### src/rtl/core/lrss_pkg.sv
// ----------------------------------------------------------------------------
// lrss_pkg
// shared types and codes of the led register shadow stager
// ----------------------------------------------------------------------------
package lrss_pkg;

    typedef enum logic [3:0] {
        MODE_CTL_ONE     = 4'd0,
        MODE_CTL_ALL     = 4'd1,
        MODE_CTL_RAW     = 4'd2,
        MODE_SYNC        = 4'd3,
        MODE_BRIGHT_ONE  = 4'd4,
        MODE_BRIGHT_ALL  = 4'd5,
        MODE_COMMIT      = 4'd6,
        MODE_READ_CTL    = 4'd7,
        MODE_READ_BRIGHT = 4'd8
    } mode_t;

    typedef enum logic [1:0] {
        KIND_ACK        = 2'd0,
        KIND_BRIGHT_WR  = 2'd1,
        KIND_CTL_WR     = 2'd2,
        KIND_READ       = 2'd3
    } kind_t;

    typedef enum logic [2:0] {
        ST_IDLE,
        ST_RD,
        ST_UPD,
        ST_CB_SCAN,
        ST_CB_EMIT,
        ST_CC_SCAN,
        ST_CC_EMIT,
        ST_ACK
    } state_t;

    localparam logic [7:0] BRIGHT_RESET = 8'hFF;
    localparam logic [7:0] CTL_RESET    = 8'h00;
    localparam logic [1:0] STATE_MASK   = 2'b11;

endpackage

### src/rtl/core/led_register_shadow_stager_core.sv
// ----------------------------------------------------------------------------
// led_register_shadow_stager_core
// staged and sent shadow copies of led brightness and control registers,
// dirty tracking and commit sequencing
// ----------------------------------------------------------------------------
//  channel | direction | ports
//  s_      | in        | s_valid s_ready s_mode s_led_index s_reg_index
//          |           | s_led_state s_data_byte s_copy_select
//  m_      | out       | m_valid m_ready m_kind m_target_index m_byte_value
//          |           | m_pending m_last
//
//  one word at a time; s_ready is high only while the sequencer is idle
//  single-register commands pass a read and an update state, stage-all repeats
//  both for every register, commit scans the dirty bits and writes out each
//  dirty register, all on the single read/compare/write path of the shadow rams
//  reset clears the dirty bits, the ram valid bits and the result register
//  a full result register stalls the sequencer until m_ready
// ----------------------------------------------------------------------------
module led_register_shadow_stager_core
    import lrss_pkg::*;
#(
    parameter int NUM_LEDS = 16
) (
    input  logic       aclk,
    input  logic       aresetn,
    input  logic       s_valid,
    output logic       s_ready,
    input  logic [3:0] s_mode,
    input  logic [3:0] s_led_index,
    input  logic [1:0] s_reg_index,
    input  logic [1:0] s_led_state,
    input  logic [7:0] s_data_byte,
    input  logic       s_copy_select,
    output logic       m_valid,
    input  logic       m_ready,
    output logic [1:0] m_kind,
    output logic [3:0] m_target_index,
    output logic [7:0] m_byte_value,
    output logic       m_pending,
    output logic       m_last
);

    localparam int NUM_CTL = (NUM_LEDS + 3) / 4;
    localparam int LED_W   = $clog2(NUM_LEDS);
    localparam int CTL_W   = (NUM_CTL > 1) ? $clog2(NUM_CTL) : 1;
    localparam int CNT_W   = $clog2(NUM_LEDS + NUM_CTL + 1);
    localparam logic [LED_W-1:0] LED_LAST = LED_W'(NUM_LEDS - 1);
    localparam logic [CTL_W-1:0] CTL_LAST = CTL_W'(NUM_CTL - 1);

    // shadow rams
    logic [7:0] sb_mem [NUM_LEDS];
    logic [7:0] tb_mem [NUM_LEDS];
    logic [7:0] sc_mem [NUM_CTL];
    logic [7:0] tc_mem [NUM_CTL];

    state_t            state_reg, state_next;
    logic [LED_W-1:0]  idx_reg, idx_next;
    logic [CTL_W-1:0]  cidx;
    logic [3:0]        mode_reg;
    logic [3:0]        led_reg;
    logic [1:0]        regi_reg;
    logic [1:0]        st_reg;
    logic [7:0]        byte_reg;
    logic              sel_reg;
    logic              ok_reg, ok_next;

    logic [NUM_LEDS-1:0] bdirty_reg, bdirty_next;
    logic [NUM_CTL-1:0]  cdirty_reg, cdirty_next;
    logic [NUM_LEDS-1:0] sb_vld_reg, sb_vld_next;
    logic [NUM_LEDS-1:0] tb_vld_reg, tb_vld_next;
    logic [NUM_CTL-1:0]  sc_vld_reg, sc_vld_next;
    logic [NUM_CTL-1:0]  tc_vld_reg, tc_vld_next;
    logic [CNT_W-1:0]    cnt_reg, cnt_next;

    logic [7:0] sb_rd_reg, tb_rd_reg, sc_rd_reg, tc_rd_reg;
    logic       sb_rv_reg, tb_rv_reg, sc_rv_reg, tc_rv_reg;
    logic [7:0] sb_eff, tb_eff, sc_eff, tc_eff;

    logic       sb_we, tb_we, sc_we, tc_we;
    logic [7:0] sb_wdata, tb_wdata, sc_wdata, tc_wdata;

    logic [7:0] new_val, sent_val, mask;
    logic [2:0] sh;
    logic       differs;
    logic       accept;
    logic       out_free;

    logic       m_valid_reg;
    logic [1:0] m_kind_reg;
    logic [3:0] m_target_reg;
    logic [7:0] m_value_reg;
    logic       m_pending_reg;
    logic       m_last_reg;

    logic       out_load;
    logic [1:0] out_kind;
    logic [3:0] out_target;
    logic [7:0] out_value;
    logic       out_pending;
    logic       out_last;

    assign cidx     = idx_reg[CTL_W-1:0];
    assign accept   = s_valid && s_ready;
    assign s_ready  = (state_reg == ST_IDLE);
    assign out_free = !m_valid_reg || m_ready;

    assign sb_eff = sb_rv_reg ? sb_rd_reg : BRIGHT_RESET;
    assign tb_eff = tb_rv_reg ? tb_rd_reg : BRIGHT_RESET;
    assign sc_eff = sc_rv_reg ? sc_rd_reg : CTL_RESET;
    assign tc_eff = tc_rv_reg ? tc_rd_reg : CTL_RESET;

    // shared merge and compare unit
    assign sh   = {led_reg[1:0], 1'b0};
    assign mask = 8'(STATE_MASK) << sh;
    always_comb begin
        unique case (mode_reg)
            MODE_CTL_ONE:    new_val = (sc_eff & ~mask) | (8'(st_reg) << sh);
            MODE_CTL_ALL:    new_val = {st_reg, st_reg, st_reg, st_reg};
            MODE_SYNC:       new_val = tc_eff;
            default:         new_val = byte_reg;
        endcase
        if (mode_reg == MODE_BRIGHT_ONE || mode_reg == MODE_BRIGHT_ALL) begin
            sent_val = tb_eff;
        end else begin
            sent_val = tc_eff;
        end
    end
    assign differs = (sent_val != new_val);

    // rams: one write and one registered read each
    always_ff @(posedge aclk) begin
        if (sb_we) begin
            sb_mem[idx_reg] <= sb_wdata;
        end
        if (tb_we) begin
            tb_mem[idx_reg] <= tb_wdata;
        end
        if (sc_we) begin
            sc_mem[cidx] <= sc_wdata;
        end
        if (tc_we) begin
            tc_mem[cidx] <= tc_wdata;
        end
        sb_rd_reg <= sb_mem[idx_reg];
        tb_rd_reg <= tb_mem[idx_reg];
        sc_rd_reg <= sc_mem[cidx];
        tc_rd_reg <= tc_mem[cidx];
        sb_rv_reg <= sb_vld_reg[idx_reg];
        tb_rv_reg <= tb_vld_reg[idx_reg];
        sc_rv_reg <= sc_vld_reg[cidx];
        tc_rv_reg <= tc_vld_reg[cidx];
    end

    // sequencer
    always_comb begin
        state_next  = state_reg;
        idx_next    = idx_reg;
        ok_next     = ok_reg;
        bdirty_next = bdirty_reg;
        cdirty_next = cdirty_reg;
        sb_vld_next = sb_vld_reg;
        tb_vld_next = tb_vld_reg;
        sc_vld_next = sc_vld_reg;
        tc_vld_next = tc_vld_reg;
        cnt_next    = cnt_reg;
        sb_we       = 1'b0;
        tb_we       = 1'b0;
        sc_we       = 1'b0;
        tc_we       = 1'b0;
        sb_wdata    = new_val;
        tb_wdata    = sb_eff;
        sc_wdata    = new_val;
        tc_wdata    = sc_eff;
        out_load    = 1'b0;
        out_kind    = KIND_ACK;
        out_target  = 4'd0;
        out_value   = 8'd0;
        out_pending = (cnt_reg != '0);
        out_last    = 1'b1;

        unique case (state_reg)
            ST_IDLE: begin
                if (accept) begin
                    unique case (s_mode)
                        MODE_CTL_ONE: begin
                            idx_next   = LED_W'(s_led_index >> 2);
                            state_next = (32'(s_led_index) < NUM_LEDS) ? ST_RD : ST_ACK;
                        end
                        MODE_CTL_ALL, MODE_BRIGHT_ALL: begin
                            idx_next   = '0;
                            state_next = ST_RD;
                        end
                        MODE_CTL_RAW, MODE_SYNC: begin
                            idx_next   = LED_W'(s_reg_index);
                            state_next = (32'(s_reg_index) < NUM_CTL) ? ST_RD : ST_ACK;
                        end
                        MODE_BRIGHT_ONE: begin
                            idx_next   = LED_W'(s_led_index);
                            state_next = (32'(s_led_index) < NUM_LEDS) ? ST_RD : ST_ACK;
                        end
                        MODE_COMMIT: begin
                            idx_next   = '0;
                            state_next = (cnt_reg != '0) ? ST_CB_SCAN : ST_ACK;
                        end
                        MODE_READ_CTL: begin
                            idx_next   = LED_W'(s_reg_index);
                            ok_next    = (32'(s_reg_index) < NUM_CTL);
                            state_next = ST_RD;
                        end
                        MODE_READ_BRIGHT: begin
                            idx_next   = LED_W'(s_led_index);
                            ok_next    = (32'(s_led_index) < NUM_LEDS);
                            state_next = ST_RD;
                        end
                        default: begin
                            state_next = ST_ACK;
                        end
                    endcase
                end
            end
            ST_RD: begin
                state_next = ST_UPD;
            end
            ST_UPD: begin
                unique case (mode_reg)
                    MODE_CTL_ONE: begin
                        sc_we             = 1'b1;
                        sc_vld_next[cidx] = 1'b1;
                        if (differs && !cdirty_reg[cidx]) begin
                            cdirty_next[cidx] = 1'b1;
                            cnt_next          = cnt_reg + CNT_W'(1);
                        end
                        state_next = ST_ACK;
                    end
                    MODE_CTL_ALL, MODE_CTL_RAW: begin
                        if (differs) begin
                            sc_we             = 1'b1;
                            sc_vld_next[cidx] = 1'b1;
                            if (!cdirty_reg[cidx]) begin
                                cdirty_next[cidx] = 1'b1;
                                cnt_next          = cnt_reg + CNT_W'(1);
                            end
                        end
                        if (mode_reg == MODE_CTL_ALL && cidx != CTL_LAST) begin
                            idx_next   = idx_reg + LED_W'(1);
                            state_next = ST_RD;
                        end else begin
                            state_next = ST_ACK;
                        end
                    end
                    MODE_SYNC: begin
                        sc_we             = 1'b1;
                        sc_vld_next[cidx] = 1'b1;
                        state_next        = ST_ACK;
                    end
                    MODE_BRIGHT_ONE, MODE_BRIGHT_ALL: begin
                        if (differs) begin
                            sb_we                = 1'b1;
                            sb_vld_next[idx_reg] = 1'b1;
                            if (!bdirty_reg[idx_reg]) begin
                                bdirty_next[idx_reg] = 1'b1;
                                cnt_next             = cnt_reg + CNT_W'(1);
                            end
                        end
                        if (mode_reg == MODE_BRIGHT_ALL && idx_reg != LED_LAST) begin
                            idx_next   = idx_reg + LED_W'(1);
                            state_next = ST_RD;
                        end else begin
                            state_next = ST_ACK;
                        end
                    end
                    MODE_READ_CTL: begin
                        out_kind   = KIND_READ;
                        out_target = {2'b00, regi_reg};
                        out_value  = ok_reg ? (sel_reg ? tc_eff : sc_eff) : 8'd0;
                        if (out_free) begin
                            out_load   = 1'b1;
                            state_next = ST_IDLE;
                        end
                    end
                    default: begin
                        out_kind   = KIND_READ;
                        out_target = led_reg;
                        out_value  = ok_reg ? (sel_reg ? tb_eff : sb_eff) : 8'd0;
                        if (out_free) begin
                            out_load   = 1'b1;
                            state_next = ST_IDLE;
                        end
                    end
                endcase
            end
            ST_CB_SCAN: begin
                if (bdirty_reg[idx_reg]) begin
                    state_next = ST_CB_EMIT;
                end else if (idx_reg == LED_LAST) begin
                    idx_next   = '0;
                    state_next = ST_CC_SCAN;
                end else begin
                    idx_next = idx_reg + LED_W'(1);
                end
            end
            ST_CB_EMIT: begin
                out_kind    = KIND_BRIGHT_WR;
                out_target  = 4'(idx_reg);
                out_value   = sb_eff;
                out_pending = 1'b0;
                out_last    = (cnt_reg == CNT_W'(1));
                if (out_free) begin
                    out_load             = 1'b1;
                    tb_we                = 1'b1;
                    tb_vld_next[idx_reg] = 1'b1;
                    bdirty_next[idx_reg] = 1'b0;
                    cnt_next             = cnt_reg - CNT_W'(1);
                    if (cnt_reg == CNT_W'(1)) begin
                        state_next = ST_IDLE;
                    end else if (idx_reg == LED_LAST) begin
                        idx_next   = '0;
                        state_next = ST_CC_SCAN;
                    end else begin
                        idx_next   = idx_reg + LED_W'(1);
                        state_next = ST_CB_SCAN;
                    end
                end
            end
            ST_CC_SCAN: begin
                if (cdirty_reg[cidx]) begin
                    state_next = ST_CC_EMIT;
                end else if (cidx == CTL_LAST) begin
                    state_next = ST_IDLE;
                end else begin
                    idx_next = idx_reg + LED_W'(1);
                end
            end
            ST_CC_EMIT: begin
                out_kind    = KIND_CTL_WR;
                out_target  = 4'(cidx);
                out_value   = sc_eff;
                out_pending = 1'b0;
                out_last    = (cnt_reg == CNT_W'(1));
                if (out_free) begin
                    out_load          = 1'b1;
                    tc_we             = 1'b1;
                    tc_vld_next[cidx] = 1'b1;
                    cdirty_next[cidx] = 1'b0;
                    cnt_next          = cnt_reg - CNT_W'(1);
                    if (cnt_reg == CNT_W'(1) || cidx == CTL_LAST) begin
                        state_next = ST_IDLE;
                    end else begin
                        idx_next   = idx_reg + LED_W'(1);
                        state_next = ST_CC_SCAN;
                    end
                end
            end
            ST_ACK: begin
                if (out_free) begin
                    out_load   = 1'b1;
                    state_next = ST_IDLE;
                end
            end
            default: begin
                state_next = ST_IDLE;
            end
        endcase
    end

    always_ff @(posedge aclk) begin
        if (!aresetn) begin
            state_reg  <= ST_IDLE;
            bdirty_reg <= '0;
            cdirty_reg <= '0;
            sb_vld_reg <= '0;
            tb_vld_reg <= '0;
            sc_vld_reg <= '0;
            tc_vld_reg <= '0;
            cnt_reg    <= '0;
        end else begin
            state_reg  <= state_next;
            bdirty_reg <= bdirty_next;
            cdirty_reg <= cdirty_next;
            sb_vld_reg <= sb_vld_next;
            tb_vld_reg <= tb_vld_next;
            sc_vld_reg <= sc_vld_next;
            tc_vld_reg <= tc_vld_next;
            cnt_reg    <= cnt_next;
        end
    end

    // command word and loop index
    always_ff @(posedge aclk) begin
        idx_reg <= idx_next;
        ok_reg  <= ok_next;
        if (accept) begin
            mode_reg <= s_mode;
            led_reg  <= s_led_index;
            regi_reg <= s_reg_index;
            st_reg   <= s_led_state;
            byte_reg <= s_data_byte;
            sel_reg  <= s_copy_select;
        end
    end

    // result register
    always_ff @(posedge aclk) begin
        if (!aresetn) begin
            m_valid_reg <= 1'b0;
        end else if (out_load) begin
            m_valid_reg <= 1'b1;
        end else if (m_ready) begin
            m_valid_reg <= 1'b0;
        end
    end

    always_ff @(posedge aclk) begin
        if (out_load) begin
            m_kind_reg    <= out_kind;
            m_target_reg  <= out_target;
            m_value_reg   <= out_value;
            m_pending_reg <= out_pending;
            m_last_reg    <= out_last;
        end
    end

    assign m_valid        = m_valid_reg;
    assign m_kind         = m_kind_reg;
    assign m_target_index = m_target_reg;
    assign m_byte_value   = m_value_reg;
    assign m_pending      = m_pending_reg;
    assign m_last         = m_last_reg;

endmodule
### config.mk
export PLATFORM = sky130hd
export DESIGN_NAME = led_register_shadow_stager_core
export DESIGN_NICKNAME = d
export VERILOG_FILES = /design/src/rtl/core/lrss_pkg.sv /design/src/rtl/core/led_register_shadow_stager_core.sv
export SDC_FILE = /design/constraint.sdc
export NUM_CORES = 1
export LEC_CHECK = 0
export ABC_CLOCK_PERIOD_IN_PS = 5200
export BUFFER_PORTS_ARGS = -buffer_cell sky130_fd_sc_hd__buf_2
export CORE_MARGIN = 8
export CORE_UTILIZATION = 67
export DETAILED_ROUTE_END_ITERATION = 12
export PLACE_DENSITY = 0.85
export SKIP_CTS_REPAIR_TIMING = 1
export SLEW_MARGIN = 20
export SYNTH_ARGS = -nofsm -noshare
export SYNTH_HDL_FRONTEND = slang
export SYNTH_SLANG_ARGS = --single-unit
### constraint.sdc
create_clock -name aclk -period 5.2 [get_ports aclk]
set_input_delay 0.78 -clock aclk [delete_from_list [all_inputs] [get_ports aclk]]
set_output_delay 0.78 -clock aclk [all_outputs]
set_load 0.01 [all_outputs]
* Word-level counts from Yosys, hierarchy flattened
Memory sizes are Yosys's and may differ from the RTL's. A register that Yosys moved wholly into a read port is not among the register bits.
Index checks and enable logic that the tools add are counted.
W data, S select, Z words.
** Storage, ports and cells
- Bits in registers :: 114
- Bits in writable memories :: 320
- Input bits :: 25
- Output and inout port bits :: 18
- Logic and storage cells :: 246
- Memories :: 4
** Operators by class
- Add/sub/neg operators :: 3
- Order comparisons :: 4
- Eq/ne operators :: 53
- Shift operators :: 2
- Multiplexer cells :: 102
- Bitwise operators :: 13
- Reduce and logical (&&, ||, !) cells :: 40
** Memories
- sb_mem :: depth 16, bits a word 8, rd ports 1, clocked after Yosys merged registers in 1, write ports 1, RTL line led_register_shadow_stager_core.sv:51 : logic [7:0] sb_mem [NUM_LEDS];
- tb_mem :: depth 16, bits a word 8, rd ports 1, clocked after Yosys merged registers in 1, write ports 1, RTL line led_register_shadow_stager_core.sv:52 : logic [7:0] tb_mem [NUM_LEDS];
- sc_mem :: depth 4, bits a word 8, rd ports 1, clocked after Yosys merged registers in 1, write ports 1, RTL line led_register_shadow_stager_core.sv:53 : logic [7:0] sc_mem [NUM_CTL];
- tc_mem :: depth 4, bits a word 8, rd ports 1, clocked after Yosys merged registers in 1, write ports 1, RTL line led_register_shadow_stager_core.sv:54 : logic [7:0] tc_mem [NUM_CTL];
** Operators by type and width (number)
- $mux W16 :: 4
- $mux W4 :: 16
- $mux W8 :: 7
- $or A16 B16 Y16 :: 3
- $pmux W8 S3 :: 2
- $mux W3 :: 14
- $pmux W4 S2 :: 5
- $ne A3 B3 Y1 const B :: 11
- $pmux W16 S2 :: 1
- $mux W5 :: 6
- $eq A4 B3 Y1 const B :: 7
- $mux W1 :: 26
- $ne A2 B2 Y1 const B :: 12
- $pmux W3 S8 :: 1
- $pmux W4 S6 :: 1
- $and A16 B16 Y16 :: 1
- $eq A4 B2 Y1 const B :: 4
- $not A16 Y16 :: 1
- $pmux W4 S4 :: 1
- $pmux W8 S2 :: 1
- $pmux W5 S3 :: 1
- $reduce_and A13 Y1 :: 1
- $bmux W1 S4 :: 3
- $eq A3 B3 Y1 const B :: 4
- 52 further kinds :: 84

* Longest topological paths before layout
- Word-level depth :: 11
- Gate-level depth with buffers :: 11
- Gate-level depth less buffers :: 9

* Worst setup path after synthesis
Ideal clock, no wire load.
- Path type :: register to register
- Start :: reg mode_reg[0]
- End :: mem sb_mem[10][0], enable pin
- Library setup time :: 0.386 ns
- Data arrival time :: 3.144 ns
- Required time :: 4.814 ns
- Setup slack :: 1.671 ns
- Stages on the path, launching flop included :: 11
- Buffers on the path :: 3
- Clock period less this slack :: 3.529 ns
- Cell sequence :: edfxtp_1 -> buf_6 -> or4_4 -> buf_6 -> a21o_1 -> a31oi_1 -> xnor2_1 -> nand2_1 -> nor4_1 -> buf_2 -> nor3_1
** Between the ends
- Elaborated cells on any way between the ends :: 15
- Classes of those cells :: eq/ne: 5; mux: 7; reduce/logical: 3
** RTL lines
- from (decl) :: RTL line led_register_shadow_stager_core.sv:59 : logic [3:0] mode_reg;
- from (signal assigned) :: RTL line led_register_shadow_stager_core.sv:393 : mode_reg <= s_mode;
- $eq A4 B2 Y1 (tied with other cells) :: RTL line led_register_shadow_stager_core.sv:116 : unique case (mode_reg)
- $pmux W8 S3 (*) :: RTL line led_register_shadow_stager_core.sv:116
- net new_val[0] :: RTL line led_register_shadow_stager_core.sv:82 : logic [7:0] new_val, sent_val, mask;
- $ne A8 B8 Y1 (*) :: RTL line led_register_shadow_stager_core.sv:128 : assign differs = (sent_val != new_val);
- $mux W1 (*) :: RTL line led_register_shadow_stager_core.sv:257 : if (differs) begin
- $mux W1 (*) :: RTL line led_register_shadow_stager_core.sv:225 : unique case (mode_reg)
- $mux W1 (*) :: RTL line led_register_shadow_stager_core.sv:181 : unique case (state_reg)
- $mux W1 (*) :: RTL line led_register_shadow_stager_core.sv:132 : if (sb_we) begin
- $mux W1 (implied by the code) (*) :: RTL line led_register_shadow_stager_core.sv:133 : sb_mem[idx_reg] <= sb_wdata;
- to (decl) :: RTL line led_register_shadow_stager_core.sv:51
Mark *: on every way through the listed nets, which the timed path passes. The rest lies on a longest branch.

==> results.txt <==
Design area: 21,200 sq um
Vias in the first global route: 11.5k
Initial antenna violation count: 0
Rel. slew slack: 25.9%
DP Wirelength: 28,200 um
Core Util, Final: 76.1%
H-tree depth: 2
Die X: 184 um
Layout area overhead: 11.5%
Clock Tree Buf Depth: 3
Sink Count: 466
First-pass iteration count of the detailed router: 6
Drt initial violations: 1,682
Startpoint types: flop
Ys Warns: 0
Setup WS pre-CTS: 1320 ps
Avg Synthesized Cell Area: 15.8 sq um
Initial Util: 68.3%
Crit path DAT: 4430 ps
CP Class: flop to flop
Max-capacitance violation count: 0
Seq/Total Area, Yosys: 68.1%
Status: finished clean
Placed cell area: 19,700 sq um
Setup ws final: 1160 ps
Total power draw: 10.8 mW
Fin. Hold Viols: 0
Drt via density: 6.93
Crit. End Element: flop
Routed Antenna Nets: 0
Minimum clock period: 4040 ps
Nets: 1,283
Largest net degree at the start of global routing: 100
DP Cell Count: 1,582
CP Max Fanout: 21
CP required: 5590 ps
Hold WC Path Type: input pin to flop
Root Driver: clkbuf_16
WL per Instance: 27.5 um
Hold_ws: 407 ps
GRT Residual Overflow: 0
R2r setup slk: 1160 ps
Routed WL: 45,900 um
Total CTS buffers: 45
Post-synth EDFFs: 361
Yosys reg bits: 466
Max Fclk: 247 MHz
Yosys cell types: 64
DIE AREA: 34,000 sq um
Main synth FF type: edfxtp_1
Asr flop ratio synth: 0%
Fillcell total: 1,504
Peak supply drop: 0.358 mV
Via count: 11.5k
Syn Nets: 1,232
Setup TNS Final: 0 ps
Power per cell area: 507 nW/um^2
GRT Util Overall: 27.2%
Floorplan core area: 27,900 sq um
Port Buffers: 42
Clock Latency Late Sink: 550 ps
Worst Skew: 11.9 ps
Setup Viol. Count Final: 0
DRC Markers: 0
CTS tree: yes
Leak pwr: 6.52 nW
First-pass GRT wire length: 69,100 um
Period utilisation layout: 77.8%
Non-Filler Instances: 1,667
Unrepaired setup endpoints after global routing: false
Max-slew violations: 0
Row count: 61
Top Ports: 43
Share of cells above drive strength 1: 22.9%
Mapped cell area: 19,000 sq um
Die height: 184 um
Clock transition at path regs: 70 ps
Post-Syn Instances: 1,200
GPL Wtd Cong: 0.917
Worst Tran Pin Value: 1110 ps
Top flop regs: sb_mem (128), tb_mem (128)
layout by cell type, fill, tap and decap left out, types with 5 or more instances in the layout:
| cell | Yosys | routed |
|---|---|---|
| or3_1 | 13 | 13 |
| dfxtp_1 | 105 | 105 |
| a31oi_1 | 6 | 6 |
| buf_4 | 1 | 40 |
| inv_1 | 21 | 21 |
| a22o_1 | 5 | 5 |
| mux4_2 | 114 | 114 |
| o22ai_1 | 5 | 5 |
| nor2b_1 | 10 | 10 |
| edfxtp_1 | 361 | 361 |
| nand2b_1 | 20 | 20 |
| clkinv_2 | 0 | 11 |
| clkbuf_1 | 52 | 8 |
| buf_2 | 7 | 42 |
| o21ai_2 | 10 | 10 |
| clkinv_1 | 0 | 5 |
| mux2i_1 | 13 | 13 |
| nor3_1 | 30 | 27 |
| bufinv_16 | 0 | 5 |
| and2_1 | 15 | 15 |
| a21oi_1 | 24 | 24 |
| o21a_1 | 22 | 22 |
| nor2_1 | 89 | 88 |
| clkinvlp_4 | 0 | 5 |
| a41oi_1 | 5 | 5 |
| a22oi_1 | 9 | 9 |
| o211ai_1 | 19 | 19 |
| o21ai_0 | 56 | 56 |
| o32a_1 | 7 | 7 |
| ha_1 | 7 | 7 |
| nand3_1 | 15 | 15 |
| nand2_1 | 70 | 70 |
| nand4_1 | 17 | 17 |
| clkbuf_16 | 0 | 47 |
path summary, 6_finish.rpt:
| path | depth (start not counted) | startpoint | end |
|---|---|---|---|
| worst max-delay path | 9 | mode_reg[1] | flop |
| worst min-delay path | 1 | s_led_state[0] | st_reg[0] |
| worst max register to register | 9 | mode_reg[1] | flop |
| worst min register to register | 2 | tb_vld_reg[6] | tb_vld_reg[6] |
logic make-up (layout without fill, tap and decap cells):
group           after synthesis  in the layout  share of synthesized area (%)
flops                       466            466                           68.1
simple gates                296            296                           7.53
compound gates              197            197                           7.25
mux                         128            128                           14.2
buf+inv                     100            188                           2.17
fa+ha+maj                     7              7                          0.461
xor+xnor                      6              6                          0.276
other cells                   0              1                              0
report_power, final:
group          switching [mW]  internal, mW
Combinational            1.76          1.06
Clock                    1.38          1.92
Sequential              0.156          4.47
routing by layer:
layer | global-route usage [%] | wire (um)
met3 | 5.30 | 4730
met4 | 12.2 | 2210
met5 | 0 | 0
met1 | 36.7 | 17300
met2 | 43.0 | 21600
final cells by class:
type	count	area (sq um)	share of cell area, %
multi-input combinational	634	5680	26.8
tap	378	473	2.23
antenna	1	2.50	0.0118
inverter	21	78.8	0.372
timing repair buffer	83	531	2.50
clock buffer	56	1220	5.75
clock inverter	28	279	1.32
sequential	466	12900	61.0
critical path, stage by stage, from the launching register on:
cell      delay, ps
edfxtp_1        550
or4_4           660
a21oi_1         140
o32a_1          670
xnor2_1         190
nand2_1         100
nor4_2          150
buf_4           320
o41a_1          860
o21ai_0         230
Yosys cell counts, drive strengths merged, types with 2 or more instances:
library cell / n / area (sq um)
a222oi: 3 / 30.0
a21oi: 24 / 120
a41oi: 5 / 43.8
nand3b: 2 / 15.0
o21a: 22 / 165
o22ai: 5 / 31.3
o211ai: 19 / 143
xnor2: 3 / 26.3
mux2i: 13 / 130
a221oi: 2 / 17.5
mux4: 114 / 2570
buf: 25 / 129
o32a: 7 / 70.1
o21ai: 68 / 378
nand2b: 20 / 125
edfxtp: 361 / 10800
or3b: 2 / 17.5
nor3: 30 / 150
nor2b: 10 / 62.6
dfxtp: 105 / 2100
a32oi: 2 / 17.5
or2: 2 / 12.5
nor2: 89 / 334
inv: 21 / 78.8
o31ai: 3 / 22.5
and2: 15 / 93.8
ha: 7 / 87.6
o221a: 6 / 67.6
nor3b: 2 / 20.0
a2111oi: 2 / 36.3
a21o: 2 / 15.0
nand3: 15 / 75.1
nand2: 70 / 263
or3: 13 / 81.3
nand4: 17 / 106
nor4: 2 / 12.5
xor2: 3 / 26.3
a22oi: 9 / 67.6
a22o: 5 / 43.8
clkbuf: 54 / 205
or4: 2 / 22.5
and3: 2 / 12.5
a31oi: 6 / 37.5
Power figures use the tool's default switching activity.
